**src/hdl/dise_pkg.sv**
```systemverilog
`timescale 1ns / 1ps
`default_nettype none
// ----------------------------------------------------------------------------
// Daily interval schedule evaluator package
// Shared widths, constants and word types for the evaluator and its step unit.
// ----------------------------------------------------------------------------
package dise_pkg;

  localparam int unsigned MINUTE_W     = 11;
  localparam int unsigned REG_COUNT    = 8;
  localparam int unsigned REG_W        = 2 * MINUTE_W;
  localparam int unsigned IDX_W        = $clog2(REG_COUNT);
  localparam int unsigned INTERVALS_DEF = 8;

  localparam logic [MINUTE_W-1:0] DAY_MINUTES = MINUTE_W'(1440);

  typedef logic [MINUTE_W-1:0] minute_t;

  typedef struct packed {
    minute_t now_minute;
  } in_word_t;

  typedef struct packed {
    logic    switch_on;
    minute_t next_on_minute;
    minute_t next_off_minute;
  } out_word_t;

  typedef struct packed {
    logic    on;
    minute_t next_on;
    minute_t off_best;
    minute_t min_start;
    minute_t min_end;
  } acc_t;

  localparam acc_t ACC_INIT = '{
    on:        1'b0,
    next_on:   DAY_MINUTES,
    off_best:  DAY_MINUTES,
    min_start: DAY_MINUTES,
    min_end:   DAY_MINUTES
  };

endpackage : dise_pkg
`default_nettype wire

```
**src/hdl/dise_stream_if.sv**
```systemverilog
`timescale 1ns / 1ps
`default_nettype none
// ----------------------------------------------------------------------------
// Valid/ready stream interface
// Carries one payload word per handshake between a source and a sink.
// ----------------------------------------------------------------------------
interface dise_stream_if #(
  parameter type payload_t = logic
);

  logic     valid;
  logic     ready;
  payload_t payload;

  modport source (
    output valid,
    output payload,
    input  ready
  );

  modport sink (
    input  valid,
    input  payload,
    output ready
  );

endinterface : dise_stream_if
`default_nettype wire

```
**src/hdl/dise_step.sv**
```systemverilog
`timescale 1ns / 1ps
`default_nettype none
// ----------------------------------------------------------------------------
// Interval step unit
// Folds one interval register into the running schedule accumulator.
// ----------------------------------------------------------------------------
module dise_step (
  input  dise_pkg::minute_t            now_minute_i,
  input  logic [dise_pkg::REG_W-1:0]   interval_i,
  input  dise_pkg::acc_t               acc_i,
  output dise_pkg::acc_t               acc_o
);

  import dise_pkg::*;

  minute_t start_m;
  minute_t end_m;
  logic    is_plain;
  logic    is_wrap;

  assign start_m  = interval_i[MINUTE_W-1:0];
  assign end_m    = interval_i[REG_W-1:MINUTE_W];
  assign is_plain = start_m < end_m;
  assign is_wrap  = end_m < start_m;

  always_comb begin
    acc_o = acc_i;
    if (is_plain) begin
      if (now_minute_i >= start_m && now_minute_i < end_m) begin
        acc_o.on = 1'b1;
      end
      if (now_minute_i < start_m) begin
        if (acc_i.next_on > start_m) begin
          acc_o.next_on = start_m;
        end
        if (acc_i.off_best > end_m) begin
          acc_o.off_best = end_m;
        end
      end else if (now_minute_i < end_m && acc_i.off_best > end_m) begin
        acc_o.off_best = end_m;
      end
    end else if (is_wrap) begin
      if (now_minute_i >= start_m || now_minute_i < end_m) begin
        acc_o.on = 1'b1;
      end
      if (now_minute_i >= start_m && acc_i.off_best > end_m) begin
        acc_o.off_best = end_m;
      end else if (now_minute_i < end_m && acc_i.off_best > end_m) begin
        acc_o.off_best = end_m;
      end else if (now_minute_i < start_m && acc_i.next_on > start_m) begin
        acc_o.next_on = start_m;
      end
    end
    if (is_plain || is_wrap) begin
      if (start_m < acc_i.min_start) begin
        acc_o.min_start = start_m;
      end
      if (end_m < acc_i.min_end) begin
        acc_o.min_end = end_m;
      end
    end
  end

endmodule : dise_step
`default_nettype wire

```
**src/hdl/daily_interval_schedule_evaluator_core.sv**
```systemverilog
`timescale 1ns / 1ps
`default_nettype none
// ----------------------------------------------------------------------------
// Daily interval schedule evaluator
// Checks a minute of the day against the interval registers and reports the
// switch state and the next switch-on and switch-off minutes.
// ----------------------------------------------------------------------------
// Usage:
// The input stream takes one word holding the current minute of the day.
// The output stream returns one word per input: the switch state and the next
// switch-on and switch-off minutes. The interval registers are to be written
// through the plain write port only while no word is in flight; the block
// itself does not enforce this. A word is scanned one interval per cycle
// through a single step unit, and no new word is taken until its result has
// been written to the output register.
// Input ready is high only while the scanner is idle.
// A finished result sits in an output register; the next word is accepted
// while it waits, and the scan of that word holds before writing its result
// until the receiver has taken the previous one.
// Reset clears every interval register, which disables all intervals, and
// empties the output register.
// ----------------------------------------------------------------------------
module daily_interval_schedule_evaluator_core #(
  parameter int unsigned INTERVALS = dise_pkg::INTERVALS_DEF
) (
  input  logic                          clk_i,
  input  logic                          rst_ni,
  dise_stream_if.sink                   in_i,
  dise_stream_if.source                 out_o,
  input  logic                          cfg_we_i,
  input  logic [dise_pkg::IDX_W-1:0]    cfg_idx_i,
  input  logic [dise_pkg::REG_W-1:0]    cfg_data_i
);

  import dise_pkg::*;

  typedef enum logic [1:0] {
    S_IDLE,
    S_SCAN,
    S_DONE
  } state_e;

  localparam logic [IDX_W-1:0] LastIdx = IDX_W'(INTERVALS - 1);

  logic [REG_W-1:0] interval_q [REG_COUNT];

  state_e           state_q;
  logic [IDX_W-1:0] idx_q;
  minute_t          now_q;
  acc_t             acc_q;
  acc_t             acc_step;
  logic             out_valid_q;
  out_word_t        out_word_q;
  out_word_t        result;

  always_ff @(posedge clk_i or negedge rst_ni) begin
    if (!rst_ni) begin
      for (int i = 0; i < REG_COUNT; i++) begin
        interval_q[i] <= '0;
      end
    end else if (cfg_we_i) begin
      interval_q[cfg_idx_i] <= cfg_data_i;
    end
  end

  dise_step u_step (
    .now_minute_i (now_q),
    .interval_i   (interval_q[idx_q]),
    .acc_i        (acc_q),
    .acc_o        (acc_step)
  );

  always_comb begin
    result.switch_on       = acc_q.on;
    result.next_on_minute  = (acc_q.next_on == DAY_MINUTES) ?
                             acc_q.min_start : acc_q.next_on;
    result.next_off_minute = (acc_q.off_best == DAY_MINUTES) ?
                             acc_q.min_end : acc_q.off_best;
  end

  always_ff @(posedge clk_i or negedge rst_ni) begin
    if (!rst_ni) begin
      state_q     <= S_IDLE;
      idx_q       <= '0;
      now_q       <= '0;
      acc_q       <= ACC_INIT;
      out_valid_q <= 1'b0;
      out_word_q  <= '0;
    end else begin
      if (state_q == S_DONE && (!out_valid_q || out_o.ready)) begin
        out_valid_q <= 1'b1;
      end else if (out_valid_q && out_o.ready) begin
        out_valid_q <= 1'b0;
      end
      unique case (state_q)
        S_IDLE: begin
          if (in_i.valid) begin
            now_q   <= in_i.payload.now_minute;
            acc_q   <= ACC_INIT;
            idx_q   <= '0;
            state_q <= S_SCAN;
          end
        end
        S_SCAN: begin
          acc_q <= acc_step;
          if (idx_q == LastIdx) begin
            idx_q   <= '0;
            state_q <= S_DONE;
          end else begin
            idx_q <= idx_q + IDX_W'(1);
          end
        end
        S_DONE: begin
          if (!out_valid_q || out_o.ready) begin
            out_word_q <= result;
            state_q    <= S_IDLE;
          end
        end
        default: begin
          state_q <= S_IDLE;
        end
      endcase
    end
  end

  assign in_i.ready    = (state_q == S_IDLE);
  assign out_o.valid   = out_valid_q;
  assign out_o.payload = out_word_q;

`ifndef ASSERT_OFF
  a_accept_starts_scan: assert property (@(posedge clk_i) disable iff (!rst_ni)
    in_i.valid && in_i.ready |=> state_q == S_SCAN && idx_q == '0)
    else $error("Accepted word did not start a scan at the first interval.");

  a_scan_ends_at_last: assert property (@(posedge clk_i) disable iff (!rst_ni)
    state_q == S_SCAN && idx_q == LastIdx |=> state_q == S_DONE)
    else $error("Scan did not finish after the last interval.");

  a_result_from_done: assert property (@(posedge clk_i) disable iff (!rst_ni)
    $rose(out_valid_q) |-> $past(state_q == S_DONE))
    else $error("Result word appeared without a finished scan.");

  a_idx_idle_zero: assert property (@(posedge clk_i) disable iff (!rst_ni)
    state_q != S_SCAN |-> idx_q == '0)
    else $error("Interval index moved outside a scan.");
`endif

endmodule : daily_interval_schedule_evaluator_core
`default_nettype wire

```
**src/flat_wrapper.sv**
```systemverilog
// flat-port wrapper written by rule: the top's interface ports become plain ports
module daily_interval_schedule_evaluator_core_flat import dise_pkg::*;
#(
  parameter int unsigned INTERVALS = dise_pkg::INTERVALS_DEF
)
  (clk_i, rst_ni, cfg_we_i, cfg_idx_i, cfg_data_i, in_i_valid, in_i_payload, in_i_ready, out_o_valid, out_o_payload, out_o_ready);
  dise_stream_if #(.payload_t(in_word_t)) in_i_i ();
  dise_stream_if #(.payload_t(out_word_t)) out_o_i ();
  input  logic clk_i;
  input  logic rst_ni;
  input  logic cfg_we_i;
  input  logic [dise_pkg::IDX_W-1:0] cfg_idx_i;
  input  logic [dise_pkg::REG_W-1:0] cfg_data_i;
  input wire logic [$bits(in_i_i.valid)-1:0] in_i_valid;
  input wire logic [$bits(in_i_i.payload)-1:0] in_i_payload;
  output wire logic [$bits(in_i_i.ready)-1:0] in_i_ready;
  output wire logic [$bits(out_o_i.valid)-1:0] out_o_valid;
  output wire logic [$bits(out_o_i.payload)-1:0] out_o_payload;
  input wire logic [$bits(out_o_i.ready)-1:0] out_o_ready;
  assign in_i_i.valid = in_i_valid;
  assign in_i_i.payload = in_i_payload;
  assign in_i_ready = in_i_i.ready;
  assign out_o_valid = out_o_i.valid;
  assign out_o_payload = out_o_i.payload;
  assign out_o_i.ready = out_o_ready;
  daily_interval_schedule_evaluator_core #(.INTERVALS(INTERVALS)) u_core (.clk_i(clk_i), .rst_ni(rst_ni), .in_i(in_i_i), .out_o(out_o_i), .cfg_we_i(cfg_we_i), .cfg_idx_i(cfg_idx_i), .cfg_data_i(cfg_data_i));
endmodule
```
**config.mk**
```make
export PLATFORM = sky130hd
export DESIGN_NAME = daily_interval_schedule_evaluator_core_flat
export DESIGN_NICKNAME = d
export VERILOG_FILES = /design/src/hdl/dise_pkg.sv /design/src/hdl/dise_stream_if.sv /design/src/hdl/dise_step.sv /design/src/hdl/daily_interval_schedule_evaluator_core.sv /design/src/flat_wrapper.sv
export SDC_FILE = /design/constraint.sdc
export NUM_CORES = 1
export LEC_CHECK = 0
export ABC_AREA = 1
export BUFFER_PORTS_ARGS = -buffer_cell sky130_fd_sc_hd__buf_4
export CAP_MARGIN = 20
export CORE_AREA = 3 3 279 144
export DETAILED_ROUTE_END_ITERATION = 8
export DIE_AREA = 0 0 282 147
export PLACE_DENSITY = 0.58
export SKIP_CTS_REPAIR_TIMING = 1
export SLEW_MARGIN = 5
export SYNTH_ARGS = -nofsm -noshare
export SYNTH_HDL_FRONTEND = slang
export SYNTH_HIERARCHICAL = 1
export SYNTH_SLANG_ARGS = --single-unit
export TNS_END_PERCENT = 1
```
**constraint.sdc**
```tcl
create_clock -name clk_i -period 5 [get_ports clk_i]
set_input_delay 0.25 -clock clk_i [delete_from_list [all_inputs] [get_ports clk_i]]
set_output_delay 0.25 -clock clk_i [all_outputs]
set_load 0.02 [all_outputs]
```
==> metrics.md, run 1 <==
| Metric | Value |
|---|---|
| Hold Fails Final Rpt | 0 |
| Layout cells sized above 1 | 10.6% |
| Max Clk Rate | 223 MHz |
| Cells after Synth | 2002 |
| First-pass GRT wire length | 70.8 mm |
| Post-DR vias/cell | 5.20 |
| CP Launch Point | u_core/idx_q[1] |
| H-tree levels | 1 |
| Startpoint type of the worst setup path | register |
| Largest net degree at the start of global routing | just over 90 |
| Final std cells w/o fill | 2540 |
| Ys flop type | dfrtp_1 |
| Multi-input gate area | about 7400 µm² |
| Setup violators final | 0 |
| Routed length per instance | 17.2 µm |
| Initial antenna violation count | 0 |
| RR Endpoint | u_core/acc_q[38] |
| Slew HR | roughly a third |
| Max Root-Sink Buffers | 3 |
| Sequential area share after synthesis | ~43% |
| Util after Layout | 45.2% |
| CP required | around 5.5 ns |
| GR Util met2 | 31.7% |
| Max-slew violations | 0 |
| Synth Cell Area | 15100 µm² |
| Hold path cells | 3 |
| Final WS setup | 0.510 ns |
| CP arrival | 4.97 ns |
| Worst-path clk slew | 0.07 ns |
| Vias in the first global route | approximately 13000 |
| Nets | 2145 |
| # diodes | 0 |
| Post-DP HPWL | 28.9 mm |
| Fill cells | 3775 |
| CTS tree | yes |
| Core area | 37500 µm² |
| Critical path type | reg2reg |
| I/O pins | 66 |
| # rows | 50 |
| DRT iter0 DRCs | 1166 |
| Post-synthesis register bit count | 261 |
| Layout area overhead | 12.2% |
| Top Usage Layer GRT | met1 |
| Vias post-DR | 13203 |
| RSZ-0062 raised after global routing | false |
| Avg Cell Area, Syn | roughly 7.5 µm² |
| DIE AREA | 41500 µm² |
| Post-layout min period | 4.49 ns |
| Seq. cell area | 6550 µm² |
| Min-Delay Path Class | in2reg |
| Placed cell count | 2481 |
| Worst skew pair latency | 0.58 ns |
| FF-to-FF setup slack | 0.51 ns |
| Initial DRT Pass Iterations | 5 |
| Routability congestion estimate | 0.896 |
| Residual DRC | 0 |
| Maximum fanout along the worst path | 35 |
| Total Neg Setup Slack | 0 ns |
| Worst Hold End | u_core/interval_q[19] |
| Routed Antenna Nets | 0 |
| PortBufs | 65 |
| Max-cap viol count | 0 |
| Initial Util | 40.3% |
| Hold Crit Start | cfg_data_i[19] |
| Total congestion overflow | 0 |
| Routed WL | ~44 mm |
| Synth Net Count | 2119 |
| # clock sinks | ~260 |
| Die height | between 100 and 150 µm |
| Asr flop ratio synth | 100% |
| Worst-Margin Slew | approximately 1 ns |
| Synth warn | 6 |
| Netlist cell types | 41 |
| Status | complete, no violations |
| Worst Setup End Kind | register |
| Worst reg2reg startpoint | u_core/idx_q[1] |
| Post-synth EDFFs | 0 |
| Die W | 282 µm |
| Met1 global-route usage | about 33% |
| Final Skew | approximately 0.011 ns |
| Root buffer cell | clkbuf_16 |
| Met3 Use GR | 3.27% |
| Setup WS pre-CTS | 0.447 ns |
| Overall routing resource usage | a little over a fifth |
| R2R depth | 22 |
| Cts bufs inserted | 26 |
| Final period util | 89.8% |
critical path: stages, from the launching register on:
cell and delay (ns):
dfrtp_2 0.79, buf_12 0.27, buf_4 0.19, o21ai_0 0.08
o21ai_0 0.19, nand2_1 0.07, nand2_1 0.16, inv_1 0.20
ha_1 0.36, nand2_1 0.07, inv_2 0.06, nand2_2 0.06
nor2_4 0.12, nand4_2 0.29, nand2_4 0.30, nor2_2 0.08
nor2_2 0.40, nand2_2 0.26, nand2_1 0.10, nand3_1 0.06
nand2_1 0.07, nand2_1 0.05, o211ai_1 0.13
metrics by stage:
stage / area, µm² / hold WS [ns]
finish: 16900 / 0.0210
global placement: 15900 / 0.278
CTS: 16800 / -0.335
global route: 16900 / 0.0656
floorplan: 15100 / -0.0456
detailed placement: 15900 / 0.277
state kept, by name (all words and copies together) (netlist names):
signal	count
u_core/interval_q	176
u_core/acc_q	45
u_core/out_o.payload	23
u_core/now_q	11
u_core/idx_q	3
u_core/state_q	2
u_core/out_o.valid	1
area by class of cell:
class	count	area share (%)
Multi-Input combinational cell	1471	43.7
Clock buffer	33	4.29
Clock inverter	13	0.880
Tap cell	494	3.65
Inverter	165	3.66
Sequential cell	261	38.7
Timing Repair Buffer	103	5.10
placed cells by master (no fill, tap or decap), types with 13 or more instances in the layout:
| master | Yosys | final |
|---|---|---|
| ha_1 | 76 | 76 |
| a22o_1 | 27 | 27 |
| nand3_1 | 90 | 90 |
| dfrtp_1 | 245 | 243 |
| clkbuf_16 | 0 | 26 |
| dfstp_2 | 16 | 16 |
| o21ai_1 | 15 | 15 |
| nand4_1 | 15 | 15 |
| inv_1 | 153 | 153 |
| dlygate4sd3_1 | 0 | 13 |
| o21ai_0 | 337 | 337 |
| nor2_1 | 225 | 225 |
| a21oi_1 | 83 | 83 |
| buf_4 | 11 | 85 |
| nand2_1 | 532 | 531 |
worst max path at each step:
stage | endpoint | cells after the start
floorplan | u_core/acc_q[23] | 24
global placement | u_core/acc_q[40] | 22
detailed placement | u_core/acc_q[38] | 22
CTS | u_core/acc_q[38] | 22
global route | u_core/acc_q[41] | 23
finish | u_core/acc_q[38] | 22
synthesized netlist by cell type, types with 16 or more instances:
master	count	area (µm²)
nand2_1	532	2000
o21ai_0	337	1690
dfrtp_1	245	6130
nor2_1	225	845
inv_1	153	574
nand3_1	90	450
a21oi_1	83	415
ha_1	76	951
clkbuf_1	47	176
buf_2	39	195
a22o_1	27	236
dfstp_2	16	420
logic make-up (layout without fill, tap and decap cells):
family | Yosys count | in the layout | share of synthesized area, %
simple gates | 905 | 905 | 25.0
compound gates | 479 | 479 | 16.9
buf+inv | 270 | 314 | 7.57
flops | 261 | 261 | 43.4
fa+ha+maj | 76 | 76 | 6.30
mux | 11 | 11 | 0.821
routing by layer:
metal / routed length (µm) / part of all wire, %
met5: 0 / 0
met4: 784 / 1.8
met3: 2450 / 5.6
met2: 18500 / 42
met1: 22100 / 50
Power of run 1 is not shown: default switching activity piles up to over one toggle a cycle in this logic, so the estimate is an artifact.
==> inputs of run 2 (changes only) <==
--- a/config.mk
+++ b/config.mk
@@ -8,10 +8,12 @@
 export ABC_AREA = 1
 export BUFFER_PORTS_ARGS = -buffer_cell sky130_fd_sc_hd__buf_4
 export CAP_MARGIN = 20
+export CELL_PAD_IN_SITES_DETAIL_PLACEMENT = 1
+export CELL_PAD_IN_SITES_GLOBAL_PLACEMENT = 2
 export CORE_AREA = 3 3 279 144
 export DETAILED_ROUTE_END_ITERATION = 8
 export DIE_AREA = 0 0 282 147
-export PLACE_DENSITY = 0.58
+export PLACE_DENSITY = 0.88
 export SKIP_CTS_REPAIR_TIMING = 1
 export SLEW_MARGIN = 5
 export SYNTH_ARGS = -nofsm -noshare
==> run 2 against run 1 <==
Effect of this change:
- maximum frequency rose by 1.2%
- worst setup slack improved by 0.053 ns
- critical endpoint is now u_core/acc_q[39]
- core utilization rose by 0.12 points
- die area did not move
- wire length rose by 11%
- global-route usage rose by 2.2 points
- first-iteration DRC count fell by 23%
- largest cell class unchanged
==> metrics.md, run 2 (synthesis gave the netlist of run 1 again) <==
| Metric | Value |
|---|---|
| Layout cells sized above 1 | 10.5% |
| Overall routing resource usage | 23.5% |
| Max Root-Sink Buffers | 3 |
| Max-cap viol count | 0 |
| Worst-path clk slew | 0.07 ns |
| RR Endpoint | u_core/acc_q[39] |
| Min-Delay Path Class | in2reg |
| Hold Crit Start | cfg_data_i[7] |
| Routed Antenna Nets | 0 |
| Layout area overhead | 12.5% |
| Initial antenna violation count | 0 |
| Worst Setup End Kind | register |
| Top reg by flops | u_core/interval_q |
| Maximum fanout along the worst path | 35 |
| Die W | 282 µm |
| Vias in the first global route | 13754 |
| Max reg flops | roughly 180 |
| CTS tree | yes |
| # clock sinks | 261 |
| Status | complete, no violations |
| Util after Layout | 45.3% |
| Total Neg Setup Slack | 0 ns |
| Worst Hold End | u_core/interval_q[7] |
| Routed WL | 48.5 mm |
| Hold Fails Final Rpt | 0 |
| Final period util | 88.7% |
| FF-to-FF setup slack | between 0.5 and 0.6 ns |
| Commonest non-fill, non-tap cell in the layout | nand2_1 |
| DIE AREA | 41500 µm² |
| H-tree levels | 1 |
| Total congestion overflow | 0 |
| Worst-Margin Slew | 1.03 ns |
| Slew HR | 30.9% |
| Post-DR vias/cell | 5.37 |
| CP required | 5.45 ns |
| I/O pins | between 60 and 70 |
| PortBufs | between 60 and 70 |
| Max-slew violations | 0 |
| DRT iter0 DRCs | 895 |
| Core area | ~37000 µm² |
| Max Clk Rate | 225 MHz |
| Post-layout min period | 4.44 ns |
| RSZ-0062 raised after global routing | false |
| Most frequent cells in the layout | nand2_1 (532), o21ai_0 (337), dfrtp_1 (243) |
| Routed length per instance | 19.0 µm |
| Worst reg2reg startpoint | u_core/idx_q[0] |
| # rows | 50 |
| Final Skew | roughly 0.016 ns |
| Routability congestion estimate | 0.831 |
| Initial DRT Pass Iterations | 5 |
| Largest net degree at the start of global routing | 102 |
| Hold_ws | between 0.03 and 0.04 ns |
| Worst skew pair latency | 0.57 ns |
| Residual DRC | 0 |
| Startpoint type of the worst setup path | register |
| Vias post-DR | 13667 |
| Hold path cells | 3 |
| Critical path type | reg2reg |
| Post-DP HPWL | 32.0 mm |
| Setup violators final | 0 |
| Nets | 2149 |
| CP arrival | slightly below 5 ns |
| Fill cells | 4638 |
| Root buffer cell | clkbuf_16 |
| Die height | 147 µm |
| First-pass GRT wire length | 77.6 mm |
| R2R depth | 22 |
| Cts bufs inserted | 26 |
| Initial Util | 40.3% |
## run 2: critical path: stages, from the launching register on
cell,delay [ns]
dfrtp_2,0.38
buf_4,0.35
buf_4,0.33
nor2_1,0.08
nor2_1,0.09
o21ai_0,0.08
o21ai_0,0.10
nand2_1,0.07
nand2_1,0.30
inv_1,0.24
ha_1,0.38
nand3b_1,0.09
nand2_1,0.09
nand2_2,0.07
nand3_4,0.15
nand2_4,0.17
nor2_4,0.37
nor2_4,0.13
nand2_1,0.32
nand2_1,0.11
nand3_1,0.10
nand2_1,0.05
a22o_1,0.22
## run 2: per-stage QoR
stage	setup WS (ns)	cell area (µm²)	cells
floorplan	1.98	15100	2002
global placement	0.796	15900	2484
detailed placement	0.718	15900	2484
CTS	0.654	16800	2532
global route	0.143	17000	2546
finish	0.563	17000	2547
## run 2: final cells by class
cell class              instances  area, µm²  share of cell area (%)
clock buffers                  36        718                    4.23
diodes                          1       2.50                  0.0147
repair buffers                107        893                    5.26
clock inverters                12        174                    1.02
well taps                     494        618                    3.64
flip-flops and latches        261       6550                    38.6
inverters                     165        619                    3.65
multi-input cells            1471       7390                    43.6
## run 2: worst max path at each step
| stage | startpoint | to | cells after the start |
|---|---|---|---|
| after floorplan | u_core/idx_q[0] | u_core/acc_q[23] | 24 |
| after detailed placement | u_core/idx_q[0] | u_core/acc_q[34] | 22 |
| after CTS | u_core/idx_q[0] | u_core/acc_q[39] | 22 |
| after global routing | u_core/idx_q[0] | u_core/acc_q[38] | 25 |
| after global placement | u_core/idx_q[0] | u_core/acc_q[34] | 22 |
| final | u_core/idx_q[0] | u_core/acc_q[39] | 22 |
## run 2: routing by layer
metal / share of wire (%) / global-route usage [%] / routed length (µm)
met1: 51 / 35.4 / 24500
met2: 45 / 37.0 / 21700
met3: 3.5 / 3.05 / 1720
met4: 1.2 / 3.37 / 584
met5: 0 / 0 / 0
Power of run 2 is left out for the same reason.
